`src/rtl/lsc_pkg.sv`:
```
// lsc_pkg: shared codes, reset values and result type for the link session controller.
// No dependencies. Used by lsc_step and link_session_controller.
package lsc_pkg;

    localparam int LSC_TIMER_WIDTH = 8;
    localparam int CFG_WIDTH       = 8;
    localparam int CFG_IDX_WIDTH   = 2;

    // register indexes
    localparam logic [CFG_IDX_WIDTH-1:0] REG_PING_INTERVAL = 2'd0;
    localparam logic [CFG_IDX_WIDTH-1:0] REG_RX_TIMEOUT    = 2'd1;
    localparam logic [CFG_IDX_WIDTH-1:0] REG_RETRY_DELAY   = 2'd2;

    localparam logic [CFG_WIDTH-1:0] PING_INTERVAL_RST = 8'd5;
    localparam logic [CFG_WIDTH-1:0] RX_TIMEOUT_RST    = 8'd30;
    localparam logic [CFG_WIDTH-1:0] RETRY_DELAY_RST   = 8'd5;

    // event codes
    localparam logic [2:0] OP_TICK  = 3'd0;
    localparam logic [2:0] OP_TOKEN = 3'd1;
    localparam logic [2:0] OP_ACK   = 3'd2;
    localparam logic [2:0] OP_NAK   = 3'd3;
    localparam logic [2:0] OP_PONG  = 3'd4;
    localparam logic [2:0] OP_VALID = 3'd5;
    localparam logic [2:0] OP_CLOSE = 3'd6;

    // ack result codes
    localparam logic [1:0] ACK_AUTH   = 2'd0;
    localparam logic [1:0] ACK_CONFIG = 2'd1;
    localparam logic [1:0] ACK_CLOSE  = 2'd2;

    // session states
    localparam logic [2:0] ST_INIT   = 3'd0;
    localparam logic [2:0] ST_LOGIN  = 3'd1;
    localparam logic [2:0] ST_AUTH   = 3'd2;
    localparam logic [2:0] ST_CONFIG = 3'd3;
    localparam logic [2:0] ST_CONN   = 3'd4;
    localparam logic [2:0] ST_CLOSED = 3'd5;

    // packet kinds
    localparam logic [2:0] SEND_NONE   = 3'd0;
    localparam logic [2:0] SEND_LOGIN  = 3'd1;
    localparam logic [2:0] SEND_AUTH   = 3'd2;
    localparam logic [2:0] SEND_CONFIG = 3'd3;
    localparam logic [2:0] SEND_PING   = 3'd4;
    localparam logic [2:0] SEND_CLOSE  = 3'd5;

    typedef struct packed {
        logic       timed_out;
        logic       accepted;
        logic       running;
        logic [2:0] session_state;
        logic [2:0] send_kind;
    } lsc_result_t;

endpackage

```
`src/rtl/lsc_step.sv`:
```
// lsc_step: combinational next-state and result logic for one event.
// Depends on lsc_pkg for event, state and packet codes.
module lsc_step import lsc_pkg::*; #(
    parameter int TIMER_WIDTH = LSC_TIMER_WIDTH
) (
    input  logic [2:0]             op,
    input  logic [1:0]             ack_code,
    input  logic [2:0]             phase,
    input  logic [TIMER_WIDTH-1:0] since_send,
    input  logic [TIMER_WIDTH-1:0] since_valid,
    input  logic [TIMER_WIDTH-1:0] backoff_left,
    input  logic [CFG_WIDTH-1:0]   ping_interval,
    input  logic [CFG_WIDTH-1:0]   rx_timeout,
    input  logic [CFG_WIDTH-1:0]   retry_delay,
    output logic [2:0]             phase_next,
    output logic [TIMER_WIDTH-1:0] since_send_next,
    output logic [TIMER_WIDTH-1:0] since_valid_next,
    output logic [TIMER_WIDTH-1:0] backoff_left_next,
    output lsc_result_t            result
);

    // compare width covers both timer and register ranges
    localparam int CW = (TIMER_WIDTH > CFG_WIDTH) ? TIMER_WIDTH : CFG_WIDTH;
    localparam logic [TIMER_WIDTH-1:0] TMAX = {TIMER_WIDTH{1'b1}};

    logic [TIMER_WIDTH-1:0] send_inc;
    logic [TIMER_WIDTH-1:0] valid_inc;
    logic                   ping_due;
    logic                   rx_expired;
    logic                   delay_big;

    assign send_inc   = (&since_send)  ? since_send  : since_send  + 1'b1;
    assign valid_inc  = (&since_valid) ? since_valid : since_valid + 1'b1;
    assign ping_due   = CW'(send_inc) > CW'(ping_interval);
    assign rx_expired = CW'(valid_inc) > CW'(rx_timeout);
    assign delay_big  = CW'(retry_delay) > CW'(TMAX);

    always_comb begin
        phase_next           = phase;
        since_send_next      = since_send;
        since_valid_next     = since_valid;
        backoff_left_next    = backoff_left;
        result.send_kind     = SEND_NONE;
        result.running       = 1'b1;
        result.accepted      = 1'b0;
        result.timed_out     = 1'b0;

        case (op)
            OP_TICK: begin
                since_send_next  = send_inc;
                since_valid_next = valid_inc;
                result.accepted  = 1'b1;
                case (phase)
                    ST_INIT: begin
                        if (backoff_left != '0) begin
                            backoff_left_next = backoff_left - 1'b1;
                        end else begin
                            since_send_next  = '0;
                            since_valid_next = '0;
                            result.send_kind = SEND_LOGIN;
                            phase_next       = ST_LOGIN;
                        end
                    end
                    ST_CONN: begin
                        if (ping_due) begin
                            result.send_kind = SEND_PING;
                            since_send_next  = '0;
                        end
                    end
                    ST_CLOSED: begin
                        result.running  = 1'b0;
                        result.accepted = 1'b0;
                    end
                    default: begin
                        // handshake states and unused codes: rx watchdog
                        if (rx_expired) begin
                            phase_next       = ST_INIT;
                            result.timed_out = 1'b1;
                        end
                    end
                endcase
            end
            OP_TOKEN: begin
                if (phase == ST_LOGIN) begin
                    since_send_next  = '0;
                    since_valid_next = '0;
                    result.send_kind = SEND_AUTH;
                    phase_next       = ST_AUTH;
                    result.accepted  = 1'b1;
                end
            end
            OP_ACK: begin
                if (phase == ST_AUTH && ack_code == ACK_AUTH) begin
                    since_send_next  = '0;
                    since_valid_next = '0;
                    result.send_kind = SEND_CONFIG;
                    phase_next       = ST_CONFIG;
                    result.accepted  = 1'b1;
                end else if (phase == ST_CONFIG && ack_code == ACK_CONFIG) begin
                    since_valid_next = '0;
                    phase_next       = ST_CONN;
                    result.accepted  = 1'b1;
                end else if (phase == ST_CONN && ack_code == ACK_CLOSE) begin
                    since_valid_next = '0;
                    phase_next       = ST_CLOSED;
                    result.accepted  = 1'b1;
                end
            end
            OP_NAK: begin
                if (phase == ST_AUTH) begin
                    phase_next        = ST_INIT;
                    backoff_left_next = delay_big ? TMAX : TIMER_WIDTH'(retry_delay);
                    result.accepted   = 1'b1;
                end
            end
            OP_PONG: begin
                if (phase == ST_CONN) begin
                    since_valid_next = '0;
                    result.accepted  = 1'b1;
                end
            end
            OP_VALID: begin
                since_valid_next = '0;
                result.accepted  = 1'b1;
            end
            OP_CLOSE: begin
                since_send_next  = '0;
                result.send_kind = SEND_CLOSE;
                result.accepted  = 1'b1;
            end
            default: begin
            end
        endcase

        result.session_state = phase_next;
    end

endmodule

```
`src/rtl/link_session_controller.sv`:
```
// link_session_controller: client session handshake controller, one event per item.
// Path: an accepted item passes the input register, then the result register (m_tvalid).
// Throughput: one item per cycle while m_tready does not stall the result side; session
// state updates in a single pass through lsc_step. Both stages hold under m_tready low,
// so a new item is taken while a result waits only if the input register is empty.
// Reset (aresetn low, synchronous): state init, timers and backoff zero, registers to
// defaults (ping 5, rx timeout 30, retry 5), both stages empty.
module link_session_controller import lsc_pkg::*; #(
    parameter int TIMER_WIDTH = LSC_TIMER_WIDTH
) (
    input  logic                     aclk,
    input  logic                     aresetn,
    input  logic                     s_tvalid,
    output logic                     s_tready,
    input  logic [7:0]               s_tdata,   // [2:0] operation, [4:3] ack_code, [7:5] zero
    output logic                     m_tvalid,
    input  logic                     m_tready,
    output logic [15:0]              m_tdata,   // [2:0] send_kind, [5:3] session_state,
                                                // [6] running, [7] accepted, [8] timed_out
    input  logic                     cfg_wr_en,
    input  logic [CFG_IDX_WIDTH-1:0] cfg_index,
    input  logic [CFG_WIDTH-1:0]     cfg_wdata
);

    logic [CFG_WIDTH-1:0]   ping_interval_reg;
    logic [CFG_WIDTH-1:0]   rx_timeout_reg;
    logic [CFG_WIDTH-1:0]   retry_delay_reg;

    logic [2:0]             phase_reg;
    logic [TIMER_WIDTH-1:0] since_send_reg;
    logic [TIMER_WIDTH-1:0] since_valid_reg;
    logic [TIMER_WIDTH-1:0] backoff_left_reg;

    logic [2:0]             phase_next;
    logic [TIMER_WIDTH-1:0] since_send_next;
    logic [TIMER_WIDTH-1:0] since_valid_next;
    logic [TIMER_WIDTH-1:0] backoff_left_next;

    logic                   in_valid_reg;
    logic [2:0]             in_op_reg;
    logic [1:0]             in_code_reg;
    logic                   out_valid_reg;
    lsc_result_t            out_res_reg;
    lsc_result_t            step_res;

    logic advance;
    logic fire;

    assign advance  = !out_valid_reg || m_tready;
    assign fire     = in_valid_reg && advance;
    assign s_tready = !in_valid_reg || advance;
    assign m_tvalid = out_valid_reg;
    assign m_tdata  = {7'b0, out_res_reg};

    always_ff @(posedge aclk) begin
        if (!aresetn) begin
            ping_interval_reg <= PING_INTERVAL_RST;
            rx_timeout_reg    <= RX_TIMEOUT_RST;
            retry_delay_reg   <= RETRY_DELAY_RST;
        end else if (cfg_wr_en) begin
            case (cfg_index)
                REG_PING_INTERVAL: ping_interval_reg <= cfg_wdata;
                REG_RX_TIMEOUT:    rx_timeout_reg    <= cfg_wdata;
                REG_RETRY_DELAY:   retry_delay_reg   <= cfg_wdata;
                default: begin
                end
            endcase
        end
    end

    lsc_step #(
        .TIMER_WIDTH(TIMER_WIDTH)
    ) u_step (
        .op                (in_op_reg),
        .ack_code          (in_code_reg),
        .phase             (phase_reg),
        .since_send        (since_send_reg),
        .since_valid       (since_valid_reg),
        .backoff_left      (backoff_left_reg),
        .ping_interval     (ping_interval_reg),
        .rx_timeout        (rx_timeout_reg),
        .retry_delay       (retry_delay_reg),
        .phase_next        (phase_next),
        .since_send_next   (since_send_next),
        .since_valid_next  (since_valid_next),
        .backoff_left_next (backoff_left_next),
        .result            (step_res)
    );

    always_ff @(posedge aclk) begin
        if (!aresetn) begin
            in_valid_reg     <= 1'b0;
            out_valid_reg    <= 1'b0;
            phase_reg        <= ST_INIT;
            since_send_reg   <= '0;
            since_valid_reg  <= '0;
            backoff_left_reg <= '0;
        end else begin
            if (s_tready) begin
                in_valid_reg <= s_tvalid;
            end
            if (advance) begin
                out_valid_reg <= in_valid_reg;
            end
            if (fire) begin
                phase_reg        <= phase_next;
                since_send_reg   <= since_send_next;
                since_valid_reg  <= since_valid_next;
                backoff_left_reg <= backoff_left_next;
            end
        end
    end

    // payload registers
    always_ff @(posedge aclk) begin
        if (s_tready && s_tvalid) begin
            in_op_reg   <= s_tdata[2:0];
            in_code_reg <= s_tdata[4:3];
        end
        if (fire) begin
            out_res_reg <= step_res;
        end
    end

    a_timeout_to_init: assert property (@(posedge aclk) disable iff (!aresetn)
        out_valid_reg && out_res_reg.timed_out |-> out_res_reg.session_state == ST_INIT)
        else $error("timed_out result without init state");

    a_halt_only_closed: assert property (@(posedge aclk) disable iff (!aresetn)
        out_valid_reg && !out_res_reg.running |->
            out_res_reg.session_state == ST_CLOSED && !out_res_reg.accepted)
        else $error("not running outside closed state");

    a_phase_legal: assert property (@(posedge aclk) disable iff (!aresetn)
        phase_reg <= ST_CLOSED)
        else $error("session state out of range");

    a_state_frozen: assert property (@(posedge aclk) disable iff (!aresetn)
        !fire |=> $stable(phase_reg) && $stable(since_send_reg) && $stable(backoff_left_reg))
        else $error("session state changed without an item");

endmodule

```
`config.mk`:
```
export PLATFORM = sky130hd
export DESIGN_NAME = link_session_controller
export DESIGN_NICKNAME = d
export VERILOG_FILES = /design/src/rtl/lsc_pkg.sv /design/src/rtl/lsc_step.sv /design/src/rtl/link_session_controller.sv
export SDC_FILE = /design/constraint.sdc
export NUM_CORES = 1
export LEC_CHECK = 0
export ABC_AREA = 1
export BUFFER_PORTS_ARGS = -buffer_cell sky130_fd_sc_hd__buf_4
export CORE_UTILIZATION = 56
export DETAILED_ROUTE_END_ITERATION = 12
export PLACE_DENSITY = 0.76
export SYNTH_ARGS = -nofsm -noshare
export SYNTH_HDL_FRONTEND = slang
export SYNTH_HIERARCHICAL = 1
export SYNTH_SLANG_ARGS = --single-unit
```
`constraint.sdc`:
```
create_clock -name aclk -period 6 [get_ports aclk]
set_input_delay 0.6 -clock aclk [delete_from_list [all_inputs] [get_ports aclk]]
set_output_delay 0.6 -clock aclk [all_outputs]
set_load 0.01 [all_outputs]
```
[Yosys cells after proc, flatten, opt, wreduce, memory -nomap -nowiden]
Cells that the tools add are included.
Storage, ports and cells
  bits of input ports: 23
  flip-flop bits (word level): 67
  output and inout bits: 18
Cells by class
  bitwise gates (word level): 1
  $lt $le $gt $ge: 3
  reductions and logical operators: 28
  multiplexer cells: 44
  equality and inequality tests: 22
  add/subtract/negate cells: 3
Operators by type and width (number)
  $mux W8: 16
  $pmux W8 S5: 1
  $pmux W8 S2: 2
  $pmux W8 S4: 1
  $mux W3: 8
  $pmux W3 S4: 2
  $add A8 B1 Y8 const B: 2
  $gt A8 B8 Y1: 2
  $reduce_and A8 Y1: 2
  $eq A3 B3 Y1 const B: 5
  $eq A3 B2 Y1 const B: 4
  $pmux W3 S2: 2
  $ne A2 B1 Y1 const B: 5
  $reduce_and A5 Y1: 2
  $gt A8 B8 Y1 const B: 1
  $mux W1: 8
  $reduce_bool A8 Y1: 1
  $sub A8 B1 Y8 const B: 1
  $eq A3 B1 Y1 const B: 2
  $logic_not A3 Y1: 2
  $mux W2: 3
  $pmux W1 S6: 1
  $reduce_and A2 Y1: 3
  $logic_and A1 B1 Y1: 5
  14 further kinds: 20

[Longest topological paths before layout]
  depth in word-level cells: 6
  mapped depth: 23

[Modules after synthesis]
The synthesis kept the hierarchy.
By module, submodules not included
  link_session_controller: area each 2741.4 um2, instances 1, sequential area each 1481.4 um2, cells each 353
  lsc_step: area each 1737.9 um2, instances 1, sequential area each 0.0 um2, cells each 330

[Worst setup path before layout]
OpenSTA, ideal clock, no wires.
  kind: reg-to-reg
  from: register since_valid_reg[0]
  to: register phase_reg[2]
  arrival time: 2481 ps
  library setup time: 64 ps
  slack: 3456 ps
  cell stages (with the launch flop): 21
  cell sequence: dfxtp_1 ha_1 nand2_1 nor3_2 nand3_2 inv_1 a21oi_1 o21ai_0 ha_1 a21o_1 nor2_1 nand2_1 nand2_1 nand2_1 nand2_1 nand2_1 a21oi_1 inv_1 nand3_1 nand2_1 nor2_1
On the way
  longest elaborated chain between the ends: 6
  elaborated cells between the ends (all ways): 7
  those cells by class: 1 x add/sub; 1 x order compare; 4 x mux; 1 x reduce/logical
RTL lines
  start, declared: line link_session_controller.sv:31  | logic [TIMER_WIDTH-1:0] since_valid_reg;
  start signal, assigned: line link_session_controller.sv:108  | since_valid_reg <= since_valid_next;
  $add A8 B1 Y8 or $reduce_and A8 Y1 (tied branches): line lsc_step.sv:33  | assign valid_inc = (&since_valid) ? since_valid : since_valid + 1'b1;
  $mux W8 (*): line lsc_step.sv:33
  $gt A8 B8 Y1 (*): line lsc_step.sv:35  | assign rx_expired = CW'(valid_inc) > CW'(rx_timeout);
  $mux W3 (*): line lsc_step.sv:76  | if (rx_expired) begin
  $pmux W3 S2 (*): line lsc_step.sv:53  | case (phase)
  $pmux W3 S4 (*): line lsc_step.sv:48  | case (op)
  net phase_next[2]: line link_session_controller.sv:34  | logic [2:0] phase_next;
  end signal, assigned: line link_session_controller.sv:106  | phase_reg <= phase_next;
  end, declared: line link_session_controller.sv:29  | logic [2:0] phase_reg;
Mark *: on every way through the listed nets, which the timed path passes. The rest lies on a longest branch.
A chain may end at the register's enable or synchronous reset.

[Worst setup path in the final report]
Same ends and word-level chain as after synthesis.

==> results.md <==
* Final Cycle Share at a little over half
* Hold buffers post-CTS at 0
* Fmax achieved at approximately 310 MHz
* DR DRC count at 0
* Sequential share of power at around half
* CP Capture Type: flop
* Hold path start: s_tdata[3]
* Internal power at 731 µW
* Number of global-route vias before repair at a little under 4,000
* Met1 Usage GRT at 34.4%
* CTS Buf Count at 9
* Sink Count at 67
* Logic pwr share at 21.2%
* Worst-margin pin slew at around 0.97 ns
* #FFs+latches synth at 67
* Synth Area in XOR/XNOR at between 2 and 3%
* Port Buffers at 30
* 1st-pass router iterations at 5
* Final Wtd Congestion at 0.950
* Peak supply drop at around 0.00013 V
* Synth warnings at 6
* Commonest cells after routing, fill and taps aside: nand2_1, inv_1, nor2_1
* Vias/cell at 5.21
* Max FFs per register at 9
* CP startpoint kind: flop
* Die Area at about 8400 µm²
* Outcome: completed
* Switching share of power at 31.8%
* Die width at 91.4 µm
* Final nets at around 740
* Min Tclk post-route at ~3.2 ns
* Worst R2R Start: since_valid_reg[0]
* R2R setup slack at 2.82 ns
* H-tree depth at 3
* Max Buffers Root-to-Sink at 2
* Post-CTS Setup Bufs at 0
* Worst reg2reg path depth at 20
* Via count at ~4,200
* Maximum fanout along the worst path at 7
* Switching pwr at 341 µW
* Clk slew on worst S/H paths at around 0.07 ns
* Mapped Area at 4480 µm²
* Core Box Area at approximately 7700 µm²
* Fraction of layout cells with a size suffix above 1 at 10.3%
* GR peak layer: met2
* Leak at 0.00242 µW
* Iter 0 DRT Violations at ~250
* Clk_lat worst skew at between 0.3 and 0.4 ns
* Total global-route track usage at 25.5%
* Final setup viols at 0
* Worst path arrival time at 3.46 ns
* PostCTS Resize Cnt at 0
* Diode count at 0
* Relative slew slack at 34.8%
* Most area-consuming cells after synthesis: dfxtp_1, nand2_1, edfxtp_1
* CP Class: flop to flop
* Area Growth Syn to Fin at 7.79%
* Post-route ant nets at 0
* Main combinational cell family by area after synthesis: simple AND/OR/NAND/NOR gates
* Max-slew violation count at 0
* Commonest non-fill, non-tap cell in the layout: nand2_1
* Post-DP HPWL at roughly 7000 µm
* Largest net degree at the start of global routing at 57
* Initial antenna violation count at 0
* Leading area contributor after synthesis: dfxtp_1
* WL/cell at 12.2 µm
* CTS tree: built
* Fin Setup TNS at 0 ns
* Area fraction in compound gates after synthesis at under 10%
* Hold path cells at 1
* WL final at approximately 9800 µm
* Die height at 91.4 µm
* Hold Path End: in_code_reg[0]
* Initial Utilization at ~58%
* Avg Synthesized Cell Area at 6.56 µm²
* Hold Fails Final Rpt at 0
* Root buf cell: clkbuf_8
* M3 GR Usage at 3.27%
* Post-synthesis mux area share at 0%
* Sequential share of the synthesized area at about a third
* Synth Area in Simple Gates at a little under two fifths
* WP data required at 6.29 ns
* Max Cap Violations at 0
* Gr ovfl total at 0
* Power density cells at roughly 220 nW/µm²
* GR met2 Demand/Resource at just over 40%
* Synth cell types at 39
* Post-Synth Adder-Cell Area at 5.31%
* Final Util at 62.5%
* Reg-to-Reg End: phase_reg[2]
* First-pass GRT wire length at 17,200 µm
* Class of the worst hold path: primary input to flop
* Io pins at 41
* Unrepaired setup endpoints after global routing: false
* Area fraction of the dominant cell type after synthesis at 23.7%
* Post-Synthesis Cells at 683
* Clock Skew at 0.00880 ns
* Clock power frac at 30.7%
* Cell Rows at 32
## metal layers
layer / part of all wire (%) / vias to the layer above
li1: - / 2187
met1: 49 / 1873
met2: 45 / 120
met3: 4.3 / 12
met4: 1.7 / 0
met5: 0 / -
## final cells by class
type	instances	area, µm²
flip-flops and latches	67	1480
fillers	723	2900
well taps	102	128
multi-input cells	486	2440
clock inverters	3	15.0
clock buffers	13	149
repair buffers	31	233
inverters	102	383
## power groups by stage
| stage | Combinational (µW) | Clock, µW | Sequential (µW) |
|---|---|---|---|
| 2_1_floorplan | 179 | 0 | 519 |
| 3_3_place_gp | 216 | 0 | 524 |
| 3_5_place_dp | 224 | 0 | 525 |
| 4_1_cts | 225 | 338 | 515 |
| 5_1_grt | 261 | 356 | 519 |
| 6_report | 227 | 329 | 515 |
## stage by stage
stage | hold WS, ns | total power [µW] | std cells | cell area (µm²) | setup WS, ns
2_1_floorplan | 0.429 | 698 | 689 | 4500 | 3.46
3_3_place_gp | 0.446 | 740 | 788 | 4660 | 3.00
3_5_place_dp | 0.451 | 749 | 788 | 4660 | 2.93
4_1_cts | 0.412 | 1080 | 804 | 4830 | 2.89
5_1_grt | 0.414 | 1140 | 804 | 4830 | 2.49
6_report | 0.426 | 1070 | 804 | 4830 | 2.82
## logic make-up after synthesis
| logic type | Yosys count |
|---|---|
| buffers and inverters | 136 |
| XOR/XNOR | 13 |
| other | 1 |
| adder cells (fa/ha/maj) | 19 |
| flip-flops | 67 |
| AND/OR/NAND/NOR | 372 |
| AO/OA/AOI/OAI | 75 |
## Yosys cell counts
library cell,instances
a21o_1,1
a21oi_1,48
a22oi_1,4
a31oi_1,3
and2_1,1
and3_1,1
buf_2,14
buf_4,14
clkbuf_1,6
conb_1,1
dfxtp_1,53
edfxtp_1,14
ha_1,19
inv_1,96
inv_2,6
nand2_1,188
nand2_2,3
nand3_1,66
nand3_2,4
nand3_4,1
nand3b_1,3
nand4_1,10
nand4_2,1
nor2_1,76
nor2_2,6
nor2_4,1
nor3_1,7
nor3_2,2
nor3_4,2
o2111ai_1,1
o211ai_1,2
o21a_1,2
o21ai_0,8
o21ai_1,3
o21ai_2,1
o22ai_1,1
o31ai_2,1
xnor2_1,3
xor2_1,10
## critical path: stages, from the launching register on
cell     delay [ns]
dfxtp_1        0.45
ha_1           0.24
nand2_1        0.09
nor3_2         0.25
nand3_2        0.19
inv_1          0.15
a21oi_1        0.05
o21ai_0        0.13
ha_1           0.32
a21o_1         0.18
nor2_1         0.11
nand2_1        0.07
nand2_1        0.17
nand2_1        0.07
nand2_1        0.07
nand2_1        0.05
a21oi_1        0.21
inv_1          0.07
nand3_1        0.08
nand2_1        0.07
nor2_1         0.09
## how the worst max path moves through the flow
stage                     cells after the start                from           end
after floorplan                              20  since_valid_reg[0]  phase_reg[2]
after detailed placement                     20  since_valid_reg[0]  phase_reg[2]
after global routing                         20  since_valid_reg[0]  phase_reg[2]
final                                        20  since_valid_reg[0]  phase_reg[2]
after CTS                                    20  since_valid_reg[0]  phase_reg[2]
after global placement                       20  since_valid_reg[0]  phase_reg[2]
No activity file was read; power rests on OpenSTA's default activity.
